**src/rtl/sdsch_pkg.sv**
```systemverilog
// ----------------------------------------------------------------------------
// sdsch_pkg
// Shared types and constants of the SCAN disk scheduler.
// ----------------------------------------------------------------------------
`default_nettype none

package sdsch_pkg;

	localparam int TRACK_W = 16;
	localparam int SEEK_W  = 22;
	localparam int ADDR_W  = 4;
	localparam int DATA_W  = 32;

	localparam logic [SEEK_W-1:0] SEEK_MAX = 22'h3FFFFF;

	// Register indexes (byte address divided by four).
	localparam logic [1:0] REG_HEAD_START = 2'd0;
	localparam logic [1:0] REG_MAX_TRACK  = 2'd1;
	localparam logic [1:0] REG_SWEEP_DIR  = 2'd2;

	// Sweep direction codes.
	localparam logic DIR_UP   = 1'b0;
	localparam logic DIR_DOWN = 1'b1;

	typedef struct packed {
		logic [TRACK_W-1:0] head_start;
		logic [TRACK_W-1:0] max_track;
		logic               sweep_dir;
	} cfg_t;

endpackage

`default_nettype wire

```
**src/rtl/sdsch_if.sv**
```systemverilog
// ----------------------------------------------------------------------------
// sdsch_req_if / sdsch_res_if
// Valid/ready channels for track requests and for scheduled tracks.
// ----------------------------------------------------------------------------
`default_nettype none

interface sdsch_req_if;
	logic                        valid;
	logic                        ready;
	logic [sdsch_pkg::TRACK_W-1:0] track;
	logic                        last_req;

	modport source (output valid, output track, output last_req, input ready);
	modport sink   (input valid, input track, input last_req, output ready);
endinterface

interface sdsch_res_if;
	logic                          valid;
	logic                          ready;
	logic [sdsch_pkg::TRACK_W-1:0] serve_track;
	logic [sdsch_pkg::SEEK_W-1:0]  seek_total;
	logic                          last_out;

	modport source (output valid, output serve_track, output seek_total, output last_out,
		input ready);
	modport sink   (input valid, input serve_track, input seek_total, input last_out,
		output ready);
endinterface

`default_nettype wire

```
**src/rtl/sdsch_cfg_regs.sv**
```systemverilog
// ----------------------------------------------------------------------------
// sdsch_cfg_regs
// APB register file holding head start, maximum track and sweep direction.
// ----------------------------------------------------------------------------
`default_nettype none

module sdsch_cfg_regs (
	input  wire logic                         clk,
	input  wire logic                         arst_n,
	input  wire logic                         psel,
	input  wire logic                         penable,
	input  wire logic                         pwrite,
	input  wire logic [sdsch_pkg::ADDR_W-1:0] paddr,
	input  wire logic [sdsch_pkg::DATA_W-1:0] pwdata,
	output logic      [sdsch_pkg::DATA_W-1:0] prdata,
	output logic                              pready,
	output sdsch_pkg::cfg_t                   cfg
);
	import sdsch_pkg::*;

	logic [TRACK_W-1:0] head_start_q;
	logic [TRACK_W-1:0] max_track_q;
	logic               sweep_dir_q;
	logic               wr_en;
	logic [1:0]         reg_idx;

	assign pready  = 1'b1;
	assign wr_en   = psel & penable & pwrite;
	assign reg_idx = paddr[3:2];

	always_ff @(posedge clk or negedge arst_n) begin
		if (!arst_n) begin
			head_start_q <= '0;
			max_track_q  <= '1;
			sweep_dir_q  <= DIR_UP;
		end else if (wr_en) begin
			case (reg_idx)
				REG_HEAD_START: head_start_q <= pwdata[TRACK_W-1:0];
				REG_MAX_TRACK:  max_track_q  <= pwdata[TRACK_W-1:0];
				REG_SWEEP_DIR:  sweep_dir_q  <= pwdata[0];
				default: ;
			endcase
		end
	end

	always_comb begin
		prdata = '0;
		case (reg_idx)
			REG_HEAD_START: prdata[TRACK_W-1:0] = head_start_q;
			REG_MAX_TRACK:  prdata[TRACK_W-1:0] = max_track_q;
			REG_SWEEP_DIR:  prdata[0]           = sweep_dir_q;
			default:        prdata = '0;
		endcase
	end

	assign cfg.head_start = head_start_q;
	assign cfg.max_track  = max_track_q;
	assign cfg.sweep_dir  = sweep_dir_q;

endmodule

`default_nettype wire

```
**src/rtl/sdsch_list_ram.sv**
```systemverilog
// ----------------------------------------------------------------------------
// sdsch_list_ram
// Simple dual-port track memory, one write and one registered read a cycle.
// ----------------------------------------------------------------------------
`default_nettype none

module sdsch_list_ram #(
	parameter int DEPTH = 32
) (
	input  wire logic                             clk,
	input  wire logic                             we,
	input  wire logic [$clog2(DEPTH)-1:0]         waddr,
	input  wire logic [sdsch_pkg::TRACK_W-1:0]    wdata,
	input  wire logic [$clog2(DEPTH)-1:0]         raddr,
	output logic      [sdsch_pkg::TRACK_W-1:0]    rdata
);
	import sdsch_pkg::*;

	logic [TRACK_W-1:0] mem [DEPTH];
	logic [TRACK_W-1:0] rdata_q;

	always_ff @(posedge clk) begin
		if (we) begin
			mem[waddr] <= wdata;
		end
		rdata_q <= mem[raddr];
	end

	assign rdata = rdata_q;

endmodule

`default_nettype wire

```
**src/rtl/sdsch_engine.sv**
```systemverilog
// ----------------------------------------------------------------------------
// sdsch_engine
// Sorted insertion into the lower and upper list memories, then SCAN playout.
// ----------------------------------------------------------------------------
`default_nettype none

module sdsch_engine #(
	parameter int MAX_REQS = 32
) (
	input  wire logic            clk,
	input  wire logic            arst_n,
	input  sdsch_pkg::cfg_t      cfg,
	sdsch_req_if.sink            req,
	sdsch_res_if.source          res
);
	import sdsch_pkg::*;

	localparam int AW = $clog2(MAX_REQS);
	localparam int CW = $clog2(MAX_REQS + 1);

	typedef enum logic [2:0] {
		ST_IDLE, ST_INS, ST_PUT0, ST_EMIT, ST_FETCH
	} state_t;

	typedef enum logic [1:0] {
		PH_FIRST, PH_BOUND, PH_SECOND
	} phase_t;

	state_t             state_q;
	phase_t             phase_q;
	logic               sel_up_q;
	logic               last_q;
	logic [TRACK_W-1:0] val_q;
	logic [AW-1:0]      idx_q;
	logic [CW-1:0]      lcnt_q;
	logic [CW-1:0]      ucnt_q;
	logic [CW-1:0]      eidx_q;
	logic [TRACK_W-1:0] head_q;
	logic [SEEK_W-1:0]  sum_q;
	logic               out_valid_q;
	logic [TRACK_W-1:0] out_track_q;
	logic [SEEK_W-1:0]  out_sum_q;
	logic               out_last_q;

	logic [AW-1:0]      rd_addr;
	logic               wr_en;
	logic               wr_up;
	logic [AW-1:0]      wr_addr;
	logic [TRACK_W-1:0] wr_data;
	logic [TRACK_W-1:0] lo_rd;
	logic [TRACK_W-1:0] up_rd;

	logic               in_acc;
	logic               in_up;
	logic [CW-1:0]      in_cnt;
	logic [CW-1:0]      in_cnt_m1;
	logic [CW:0]        total;
	logic               room;
	logic [TRACK_W-1:0] ins_rd;
	logic               ins_shift;
	logic [AW-1:0]      idx_m1;

	logic               emit_up;
	logic [CW-1:0]      cnt_cur;
	logic [CW-1:0]      cnt_second;
	logic [CW-1:0]      eidx_p1;
	logic [TRACK_W-1:0] emit_rd;
	logic               out_free;
	logic               out_load;
	logic [TRACK_W-1:0] bound_track;

	logic [TRACK_W-1:0] prod_track;
	logic [TRACK_W-1:0] seek_step;
	logic [SEEK_W:0]    sum_wide;
	logic [SEEK_W-1:0]  sum_next;

	sdsch_list_ram #(.DEPTH(MAX_REQS)) u_lower (
		.clk   (clk),
		.we    (wr_en & ~wr_up),
		.waddr (wr_addr),
		.wdata (wr_data),
		.raddr (rd_addr),
		.rdata (lo_rd)
	);

	sdsch_list_ram #(.DEPTH(MAX_REQS)) u_upper (
		.clk   (clk),
		.we    (wr_en & wr_up),
		.waddr (wr_addr),
		.wdata (wr_data),
		.raddr (rd_addr),
		.rdata (up_rd)
	);

	assign req.ready = (state_q == ST_IDLE);
	assign in_acc    = req.valid & req.ready;
	assign in_up     = (req.track >= cfg.head_start);
	assign in_cnt    = in_up ? ucnt_q : lcnt_q;
	assign in_cnt_m1 = in_cnt - CW'(1);
	assign total     = {1'b0, lcnt_q} + {1'b0, ucnt_q};
	assign room      = (total < (CW+1)'(MAX_REQS));

	// A write straight from the input goes to the list of the incoming track.
	assign wr_up     = (state_q == ST_IDLE) ? in_up : sel_up_q;

	assign ins_rd    = sel_up_q ? up_rd : lo_rd;
	assign ins_shift = sel_up_q ? (ins_rd > val_q) : (ins_rd < val_q);
	assign idx_m1    = idx_q - AW'(1);

	// The first list swept is the upper one when sweeping up, else the lower one.
	assign emit_up     = (phase_q == PH_FIRST) ? (cfg.sweep_dir == DIR_UP)
		: (cfg.sweep_dir == DIR_DOWN);
	assign cnt_cur     = emit_up ? ucnt_q : lcnt_q;
	assign cnt_second  = (cfg.sweep_dir == DIR_UP) ? lcnt_q : ucnt_q;
	assign eidx_p1     = eidx_q + CW'(1);
	assign emit_rd     = emit_up ? up_rd : lo_rd;
	assign out_free    = ~out_valid_q | res.ready;
	assign out_load    = out_free & ((state_q == ST_FETCH) |
		((state_q == ST_EMIT) & (phase_q == PH_BOUND)));
	assign bound_track = (cfg.sweep_dir == DIR_UP) ? cfg.max_track : '0;

	// Track that would be produced in this cycle, with its seek distance.
	assign prod_track = (state_q == ST_FETCH) ? emit_rd : bound_track;
	assign seek_step  = (prod_track > head_q) ? (prod_track - head_q)
		: (head_q - prod_track);
	assign sum_wide   = {1'b0, sum_q} + {{(SEEK_W+1-TRACK_W){1'b0}}, seek_step};
	assign sum_next   = (sum_wide > {1'b0, SEEK_MAX}) ? SEEK_MAX : sum_wide[SEEK_W-1:0];

	// The read address follows the insertion walk or the playout index. A write
	// during insertion lands two entries above every read whose data is used, so no bypass is needed.
	always_comb begin
		rd_addr = eidx_q[AW-1:0];
		wr_en   = 1'b0;
		wr_addr = '0;
		wr_data = val_q;
		case (state_q)
			ST_IDLE: begin
				rd_addr = in_cnt_m1[AW-1:0];
				if (in_acc && room && in_cnt == '0) begin
					wr_en   = 1'b1;
					wr_data = req.track;
				end
			end
			ST_INS: begin
				wr_en   = 1'b1;
				wr_addr = idx_q + AW'(1);
				wr_data = ins_shift ? ins_rd : val_q;
				rd_addr = idx_m1;
			end
			ST_PUT0: begin
				wr_en = 1'b1;
			end
			default: ;
		endcase
	end

	always_ff @(posedge clk or negedge arst_n) begin
		if (!arst_n) begin
			state_q     <= ST_IDLE;
			phase_q     <= PH_FIRST;
			lcnt_q      <= '0;
			ucnt_q      <= '0;
			eidx_q      <= '0;
			idx_q       <= '0;
			sel_up_q    <= 1'b0;
			last_q      <= 1'b0;
			val_q       <= '0;
			head_q      <= '0;
			sum_q       <= '0;
			out_valid_q <= 1'b0;
			out_track_q <= '0;
			out_sum_q   <= '0;
			out_last_q  <= 1'b0;
		end else begin
			if (out_load) begin
				out_valid_q <= 1'b1;
			end else if (res.ready) begin
				out_valid_q <= 1'b0;
			end
			case (state_q)
				ST_IDLE: begin
					if (in_acc) begin
						sel_up_q <= in_up;
						val_q    <= req.track;
						last_q   <= req.last_req;
						idx_q    <= in_cnt_m1[AW-1:0];
						if (room && in_cnt != '0) begin
							state_q <= ST_INS;
						end else begin
							if (room) begin
								if (in_up) ucnt_q <= ucnt_q + CW'(1);
								else       lcnt_q <= lcnt_q + CW'(1);
							end
							if (req.last_req) begin
								state_q <= ST_EMIT;
								phase_q <= PH_FIRST;
								eidx_q  <= '0;
								head_q  <= cfg.head_start;
								sum_q   <= '0;
							end
						end
					end
				end
				ST_INS: begin
					if (ins_shift && idx_q != '0) begin
						idx_q <= idx_m1;
					end else if (ins_shift) begin
						state_q <= ST_PUT0;
					end else begin
						if (sel_up_q) ucnt_q <= ucnt_q + CW'(1);
						else          lcnt_q <= lcnt_q + CW'(1);
						state_q <= last_q ? ST_EMIT : ST_IDLE;
						phase_q <= PH_FIRST;
						eidx_q  <= '0;
						head_q  <= cfg.head_start;
						sum_q   <= '0;
					end
				end
				ST_PUT0: begin
					if (sel_up_q) ucnt_q <= ucnt_q + CW'(1);
					else          lcnt_q <= lcnt_q + CW'(1);
					state_q <= last_q ? ST_EMIT : ST_IDLE;
					phase_q <= PH_FIRST;
					eidx_q  <= '0;
					head_q  <= cfg.head_start;
					sum_q   <= '0;
				end
				ST_EMIT: begin
					case (phase_q)
						PH_FIRST, PH_SECOND: begin
							if (eidx_q < cnt_cur) begin
								state_q <= ST_FETCH;
							end else if (phase_q == PH_FIRST) begin
								phase_q <= PH_BOUND;
								eidx_q  <= '0;
							end else begin
								state_q <= ST_IDLE;
							end
						end
						PH_BOUND: begin
							if (out_free) begin
								out_track_q <= prod_track;
								out_sum_q   <= sum_next;
								out_last_q  <= (cnt_second == '0);
								head_q      <= prod_track;
								sum_q       <= sum_next;
								phase_q     <= PH_SECOND;
								eidx_q      <= '0;
								if (cnt_second == '0) begin
									state_q <= ST_IDLE;
									lcnt_q  <= '0;
									ucnt_q  <= '0;
								end
							end
						end
						default: state_q <= ST_IDLE;
					endcase
				end
				ST_FETCH: begin
					if (out_free) begin
						out_track_q <= prod_track;
						out_sum_q   <= sum_next;
						out_last_q  <= (phase_q == PH_SECOND) && (eidx_p1 == cnt_cur);
						head_q      <= prod_track;
						sum_q       <= sum_next;
						eidx_q      <= eidx_p1;
						if ((phase_q == PH_SECOND) && (eidx_p1 == cnt_cur)) begin
							state_q <= ST_IDLE;
							lcnt_q  <= '0;
							ucnt_q  <= '0;
						end else begin
							state_q <= ST_EMIT;
						end
					end
				end
				default: state_q <= ST_IDLE;
			endcase
		end
	end

	assign res.valid       = out_valid_q;
	assign res.serve_track = out_track_q;
	assign res.seek_total  = out_sum_q;
	assign res.last_out    = out_last_q;

endmodule

`default_nettype wire

```
**src/rtl/scan_disk_scheduler_unit.sv**
```systemverilog
// ----------------------------------------------------------------------------
// scan_disk_scheduler_unit
// SCAN (elevator) disk scheduler: collects a batch of track requests and
// plays them back in sweep order with a running seek total.
// ----------------------------------------------------------------------------
// Usage:
// Track requests arrive on the req channel, one beat per request. Each is sorted
// into the lower list (below the head) or the upper list (at or above it), both
// held in memories with a registered read. Insertion walks the target list from its
// top, moving one entry a cycle, so a request is written straight into an empty list,
// while in a list that already holds entries the walk goes on as long as it has
// entries to pass. Requests beyond MAX_REQS are dropped, though their last_req mark
// still closes the batch.
// The beat with last_req set starts playout on the res channel: each listed track
// is read from memory, then registered; the sweep boundary comes between the two lists.
// No request is taken during playout; the final result may still wait in the
// output register while the next batch already comes in. A stalled receiver
// simply holds the output register and playout waits. Reset empties both lists,
// clears the output and loads the register defaults; the memories need no clearing.
// Configuration is an APB port: head_start at 0x0, max_track at 0x4, sweep_dir at 0x8.
// ----------------------------------------------------------------------------
`default_nettype none

module scan_disk_scheduler_unit #(
	parameter int MAX_REQS = 32
) (
	input  wire logic                         clk,
	input  wire logic                         arst_n,
	sdsch_req_if.sink                         req,
	sdsch_res_if.source                       res,
	input  wire logic                         psel,
	input  wire logic                         penable,
	input  wire logic                         pwrite,
	input  wire logic [sdsch_pkg::ADDR_W-1:0] paddr,
	input  wire logic [sdsch_pkg::DATA_W-1:0] pwdata,
	output logic      [sdsch_pkg::DATA_W-1:0] prdata,
	output logic                              pready
);
	import sdsch_pkg::*;

	cfg_t cfg;

	// Register file; the engine classifies each incoming request against head_start
	// and loads it as the head position at the start of every playout.
	sdsch_cfg_regs u_cfg (
		.clk     (clk),
		.arst_n  (arst_n),
		.psel    (psel),
		.penable (penable),
		.pwrite  (pwrite),
		.paddr   (paddr),
		.pwdata  (pwdata),
		.prdata  (prdata),
		.pready  (pready),
		.cfg     (cfg)
	);

	// Insertion and playout engine with the two list memories.
	sdsch_engine #(.MAX_REQS(MAX_REQS)) u_engine (
		.clk    (clk),
		.arst_n (arst_n),
		.cfg    (cfg),
		.req    (req),
		.res    (res)
	);

endmodule

`default_nettype wire
```
**src/flat_wrapper.sv**
```systemverilog
// flat-port wrapper written by rule: the top's interface ports become plain ports
module scan_disk_scheduler_unit_flat import sdsch_pkg::*;
#(
	parameter int MAX_REQS = 32
)
  (clk, arst_n, psel, penable, pwrite, paddr, pwdata, prdata, pready, req_valid, req_track, req_last_req, req_ready, res_valid, res_serve_track, res_seek_total, res_last_out, res_ready);
  sdsch_req_if req_i ();
  sdsch_res_if res_i ();
  input  wire logic clk;
  input  wire logic arst_n;
  input  wire logic psel;
  input  wire logic penable;
  input  wire logic pwrite;
  input  wire logic [sdsch_pkg::ADDR_W-1:0] paddr;
  input  wire logic [sdsch_pkg::DATA_W-1:0] pwdata;
  output logic      [sdsch_pkg::DATA_W-1:0] prdata;
  output logic pready;
  input wire logic [$bits(req_i.valid)-1:0] req_valid;
  input wire logic [$bits(req_i.track)-1:0] req_track;
  input wire logic [$bits(req_i.last_req)-1:0] req_last_req;
  output wire logic [$bits(req_i.ready)-1:0] req_ready;
  output wire logic [$bits(res_i.valid)-1:0] res_valid;
  output wire logic [$bits(res_i.serve_track)-1:0] res_serve_track;
  output wire logic [$bits(res_i.seek_total)-1:0] res_seek_total;
  output wire logic [$bits(res_i.last_out)-1:0] res_last_out;
  input wire logic [$bits(res_i.ready)-1:0] res_ready;
  assign req_i.valid = req_valid;
  assign req_i.track = req_track;
  assign req_i.last_req = req_last_req;
  assign req_ready = req_i.ready;
  assign res_valid = res_i.valid;
  assign res_serve_track = res_i.serve_track;
  assign res_seek_total = res_i.seek_total;
  assign res_last_out = res_i.last_out;
  assign res_i.ready = res_ready;
  scan_disk_scheduler_unit #(.MAX_REQS(MAX_REQS)) u_core (.clk(clk), .arst_n(arst_n), .req(req_i), .res(res_i), .psel(psel), .penable(penable), .pwrite(pwrite), .paddr(paddr), .pwdata(pwdata), .prdata(prdata), .pready(pready));
endmodule
```
**config.mk**
```make
export PLATFORM = sky130hd
export DESIGN_NAME = scan_disk_scheduler_unit_flat
export DESIGN_NICKNAME = d
export VERILOG_FILES = /design/src/rtl/sdsch_pkg.sv /design/src/rtl/sdsch_if.sv /design/src/rtl/sdsch_cfg_regs.sv /design/src/rtl/sdsch_list_ram.sv /design/src/rtl/sdsch_engine.sv /design/src/rtl/scan_disk_scheduler_unit.sv /design/src/flat_wrapper.sv
export SDC_FILE = /design/constraint.sdc
export NUM_CORES = 2
export LEC_CHECK = 0
export BUFFER_PORTS_ARGS = -buffer_cell sky130_fd_sc_hd__clkbuf_2
export CAP_MARGIN = 20
export CORE_AREA = 2 2 290 407
export DETAILED_ROUTE_END_ITERATION = 12
export DIE_AREA = 0 0 292 409
export SETUP_SLACK_MARGIN = 0.15
export SYNTH_ARGS = -nofsm -noshare
export SYNTH_HDL_FRONTEND = slang
export SYNTH_SLANG_ARGS = --single-unit
```
**constraint.sdc**
```tcl
create_clock -name clk -period 13.25 [get_ports clk]
set_input_delay 3.3125 -clock clk [delete_from_list [all_inputs] [get_ports clk]]
set_output_delay 3.3125 -clock clk [all_outputs]
set_load 0.01 [all_outputs]
```
# Yosys cells after proc, flatten, opt, wreduce, memory -nomap -nowiden
# Memory sizes are Yosys's and may differ from the RTL's. A register that Yosys moved wholly into a read port is not among the register bits.
# Index checks and enable logic that the tools add are counted.
dict set report word_totals {
  output_inout_bits 74
  elab_cells 223
  mem_count 2
  regBits 157
  ramBits 1024
}
dict set report op_classes {
  bitwise_logic 12
  addsub 10
  order_cmp 7
  n_eq_ne 30
  mux 112
  n_reduce_logical 32
}
# memory depth word_bits read_ports rd_clocked_by_memory_dff wr line_no
set mem_list {}
lappend mem_list {u_core.u_engine.u_lower.mem 32 16 1 1 1 sdsch_list_ram.sv:19} ;# logic [TRACK_W-1:0] mem [DEPTH];
lappend mem_list {u_core.u_engine.u_upper.mem 32 16 1 1 1 sdsch_list_ram.sv:19}
# op n
set op_table {}
lappend op_table {{$mux W16} 16}
lappend op_table {{$mux W22} 10}
lappend op_table {{$mux W6} 31}
lappend op_table {{$pmux W22 S5} 1}
lappend op_table {{$pmux W6 S5} 3}
lappend op_table {{$pmux W16 S5} 1}
lappend op_table {{$pmux W16 S2} 2}
lappend op_table {{$pmux W22 S2} 1}
lappend op_table {{$gt A16 B16 Y1} 2}
lappend op_table {{$sub A16 B16 Y16} 2}
lappend op_table {{$pmux W15 S2} 1}
lappend op_table {{$mux W3} 9}
lappend op_table {{$reduce_and A12 Y1} 2}
lappend op_table {{$add A22 B16 Y23} 1}
lappend op_table {{$gt A23 B22 Y1 const B} 1}
lappend op_table {{$mux W2} 11}
lappend op_table {{$pmux W5 S2} 2}
lappend op_table {{$add A6 B1 Y6 const B} 3}
lappend op_table {{$ge A16 B16 Y1} 1}
lappend op_table {{$lt A16 B16 Y1} 1}
lappend op_table {{$ne A2 B2 Y1 const B} 8}
lappend op_table {{$mux W5} 3}
lappend op_table {{$pmux W3 S5} 1}
lappend op_table {{$reduce_and A7 Y1} 2}
lappend op_table {{40 further kinds} 88}

# Logic depth before layout (Yosys ltp)
dict set report depth {
  ltp_word 12
  mapped_depth 32
}

# Hierarchy
# Synthesis repeated with hierarchy kept, for this count alone.
dict set report unflattened {
  hier_cells 3702
  hier_area_um2 53248.6
}
# mod cells_each area_each_um2 n_inst
set by_module_without_submodules {}
lappend by_module_without_submodules {sdsch_list_ram 1143 20534.7 2}
lappend by_module_without_submodules {sdsch_engine 1286 10456.3 1}
lappend by_module_without_submodules {sdsch_cfg_regs 130 1722.9 1}

# Least setup slack after synthesis
# OpenSTA, ideal clock, no wires.
dict set report synth_path {
  kind {input-to-output}
  from {input port paddr[2] (netlist bit)}
  to {output port prdata[10] (netlist bit)}
  required_ps 9938
  slack_ps 5484
  path_stages 4
  t_arrival_ps 4454
  n_path_buf 2
  path_cell_list {clkbuf_1 > clkbuf_1 > mux2i_1 > nor2_1}
}
dict set report synth_between {
  elab_chain_cells 2
}
# element line_no
set synth_rtl {}
lappend synth_rtl {{start: declaration} flat_wrapper.sv:14} ;# input wire logic [sdsch_pkg::ADDR_W-1:0] paddr;
lappend synth_rtl {{$eq A2 B1 Y1 or $logic_not A2 Y1 (tied branches)} sdsch_cfg_regs.sv:48} ;# case (reg_idx)
lappend synth_rtl {{$pmux W15 S2 (*)} sdsch_cfg_regs.sv:48}
lappend synth_rtl {{end: declaration} flat_wrapper.sv:16} ;# output logic [sdsch_pkg::DATA_W-1:0] prdata;
# Mark *: on every way between the ends. The rest lies on a longest branch, timed or not.

# Worst setup path in the final report
dict set report layout_path {
  from {input port req_track[11]}
  to {register u_core.u_engine.u_lower.rdata_q[10], in the netlist u_core.u_engine.u_lower.rdata[10] (read register of u_core.u_engine.u_lower.mem)}
}
dict set report layout_between {
  elab_chain_cells 4
}
# element line_no
set layout_rtl {}
lappend layout_rtl {{start: declaration} flat_wrapper.sv:19} ;# input wire logic [$bits(req_i.track)-1:0] req_track;
lappend layout_rtl {{$ge A16 B16 Y1} sdsch_engine.sv:97} ;# assign in_up = (req.track >= cfg.head_start);
lappend layout_rtl {{$mux W6} sdsch_engine.sv:98} ;# assign in_cnt = in_up ? ucnt_q : lcnt_q;
lappend layout_rtl {{$sub A5 B1 Y5} sdsch_engine.sv:99} ;# assign in_cnt_m1 = in_cnt - CW'(1);
lappend layout_rtl {{$pmux W5 S2} sdsch_engine.sv:136} ;# case (state_q)
lappend layout_rtl {{end: declaration} sdsch_list_ram.sv:20} ;# logic [TRACK_W-1:0] rdata_q;
# Every way passes these cells.
# A chain may end at the register's enable or synchronous reset.

==> flow_summary.json <==
{
  "max_slew_margin_pct": 28.02,
  "layout_common_cells": "edfxtp_1, nand2_1, o21ai_0",
  "finalMaxSlewViolations": 0,
  "gp_congestion": 0.9560,
  "fillers": 9757,
  "multi_input_area_sq_um": 15300,
  "grt_pass1_vias": 30567,
  "ys_ff_latch": 1213,
  "antenna_found_initial": 6,
  "initial_core_util_pct": 44.75,
  "path_max_fanout": 32,
  "synth_top_area_cell": "edfxtp_1",
  "synth_area_leaders": "edfxtp_1, dfrtp_1, mux4_2",
  "cts_sinks": 1213,
  "core_sq_um": 115700,
  "grt_setup_unrepaired": "false",
  "portBuffers": 98,
  "worst_ep_required_time_ns": 13.90,
  "ys_seq_area_share_pct": 68.23,
  "outcome": "finished clean",
  "finalWorstSetupSlack_ns": 4.865,
  "num_rows": 148,
  "start_kind": "primary input",
  "yosys_warnings": 0,
  "grt_pass1_wl_mm": 193.0,
  "postSynthAreaPerCell_sq_um": 14.38,
  "wl_per_cell_um": 24.21,
  "finalSetupViolations": 0,
  "clock.fmax_mhz": 119.3,
  "synthArstFlopShare_pct": 12.94,
  "synth_edf_count": 1024,
  "synthToLayoutAreaGrowth_pct": 11.27,
  "clk_path_buf_depth": 3,
  "drt-total-wl_mm": 128.4,
  "cts_buffers": 108,
  "fin_worst_skew_ns": 0.02833,
  "clk_pin_slew_ns": 0.06,
  "crit_path_end_kind": "flop",
  "hold_class": "reg2reg",
  "cts_hold_buffers": 0,
  "die_h_um": 409,
  "drtAntennaViolNets": 0,
  "dp_hpwl_mm": 83.71,
  "cp_data_arrival_time_ns": 9.03,
  "grt_start_max_net_pins": 157,
  "vias_per_cell": 5.720,
  "io_pins": 134,
  "regArea_sq_um": 35340,
  "synth.distinct_cells": 87,
  "drive_gt1_share_pct": 15.93,
  "cap_violations": 0,
  "grt_use_total_pct": 21.50,
  "cts_setup_buffers": 0,
  "period_share_pct": 63.28,
  "dr.pass1.iters": 6,
  "synth_area_sq_um": 51790,
  "final_common_cell": "edfxtp_1",
  "tns_ns": 0,
  "synth_top_area_share_pct": 59.37,
  "clock_latency_ns": 0.72,
  "drt_iter0_markers": 2013,
  "fp.dieW_um": 292,
  "tightest_slew_ns": 1.080,
  "path_class": "in2reg",
  "period_minus_slack_ns": 8.385,
  "vias": 30341,
  "pre_cts_ws_ns": 4.194,
  "grt_overflow_total": 0,
  "ys.flop_type": "edfxtp_1",
  "dieArea_sq_um": 119400,
  "ctsResizeCount": 0,
  "hold_viol": 0,
  "fin_worst_hold_slack_ns": 0.4723,
  "cts_tree": "built",
  "synthCells": 3601,
  "nNetsFinal": 3869,
  "drcViolationCount": 0,
  "clock-root-buffer": "clkbuf_16",
  "cts-htree-levels": 3
}
worst max-delay path, cell delays in order:
cell	delay, ns
clkbuf_2	0.11
ha_1	0.31
nand4_1	0.19
or2_1	0.39
nor4_2	0.73
nor3_2	0.25
mux2i_1	0.31
ha_1	0.40
nor3b_1	0.27
xnor2_1	0.23
nand4_1	0.24
a31oi_1	0.23
buf_4	0.19
a21boi_0	0.63
nor2b_2	0.26
buf_4	0.43
a22oi_1	0.31
nand4_1	0.17
routing by layer:
| metal | routed length (um) | share of wire (%) | vias to the layer above | track usage, % |
|---|---|---|---|---|
| li1 | - | - | 13942 | - |
| met5 | 0 | 0 | - | 0 |
| met2 | 68210 | 53 | 712 | 39.58 |
| met3 | 5635 | 4.4 | 212 | 3.186 |
| met4 | 4782 | 3.7 | 0 | 8.274 |
| met1 | 49760 | 39 | 15475 | 25.12 |
state kept, by name, summed over array words and instances, names as in the netlist, 2 cells and up:
name and flops:
u_core.u_engine.u_lower.mem 512, u_core.u_engine.u_upper.mem 512, u_core.u_engine.val_q 16, u_core.u_engine.eidx_q 6, u_core.u_engine.head_q 16, u_core.u_engine.res.serve_track 16
u_core.u_engine.phase_q 2, u_core.u_engine.state_q 3, u_core.u_engine.sum_q 22, u_core.u_cfg.head_start_q 16, u_core.u_engine.idx_q 5, u_core.u_engine.lcnt_q 6
u_core.u_cfg.max_track_q 16, u_core.u_engine.ucnt_q 6, u_core.u_engine.u_lower.rdata 16, u_core.u_engine.u_upper.rdata 16, u_core.u_engine.res.seek_total 22
final timing paths:
path                                                      endpoint  slack, ns  cells after the start                          startpoint
worst min register to register  u_core.u_engine.res.seek_total[18]       0.47                      2  u_core.u_engine.res.seek_total[18]
worst max-delay path             u_core.u_engine.u_lower.rdata[10]       4.87                     18                       req_track[11]
worst max register to register  u_core.u_engine.res.seek_total[14]       5.23                     26          u_core.u_engine.phase_q[1]
min in group asynchronous                u_core.u_engine.res.valid       2.65                      1                              arst_n
worst min-delay path            u_core.u_engine.res.seek_total[18]       0.47                      2  u_core.u_engine.res.seek_total[18]
max in group asynchronous                 u_core.u_engine.val_q[8]       9.08                      2                              arst_n
final cells by class:
cell class / count / share of cell area [%]
clock buffers: 135 / 4.882
clock inverters: 68 / 1.007
repair buffers: 209 / 2.395
flip-flops and latches: 1213 / 61.32
well taps: 1500 / 3.256
inverters: 88 / 0.5731
multi-input cells: 2086 / 26.55
diodes: 5 / 0.02171
cells by family after synthesis:
family / after synthesis / synth area share [%]
other: 2 / 0.01450
xor gates and xnor gates: 42 / 0.7102
adders and majority gates: 103 / 2.532
DFF: 1213 / 68.23
and+or+nand+nor: 1026 / 8.899
AOI/OAI and AO/OA: 581 / 7.687
buffers and inverters: 317 / 2.578
muxes: 317 / 9.351
synth_stat cells (16+ instances only):
cell	number
nor2b_1	18
nor2_1	145
o21ai_0	161
a221o_1	17
a32oi_1	97
dfrtp_1	141
nand3_1	139
ha_1	100
buf_2	41
nand2_1	523
a22oi_1	67
mux2_2	42
and3_1	17
dfxtp_1	32
a21o_1	48
mux2i_1	145
buf_4	23
xnor2_1	23
inv_1	87
nor3_1	17
nand4_1	79
clkbuf_1	146
and2_1	25
mux4_2	128
edfxtp_1	1024
a21oi_1	78
xor2_1	19
buf_1	18
dfstp_2	16
metrics by stage:
step / cells / utilization (%) / cell area [sq um]
after global placement: 5094 / 46.82 / 54190
after global routing: 5304 / 49.80 / 57630
after CTS: 5297 / 49.75 / 57580
final: 5304 / 49.80 / 57630
after detailed placement: 5094 / 46.82 / 54190
after floorplan: 3616 / - / 51850
Power is not shown: default switching activity piles up to over one toggle a cycle in this logic, so the estimate is an artifact.
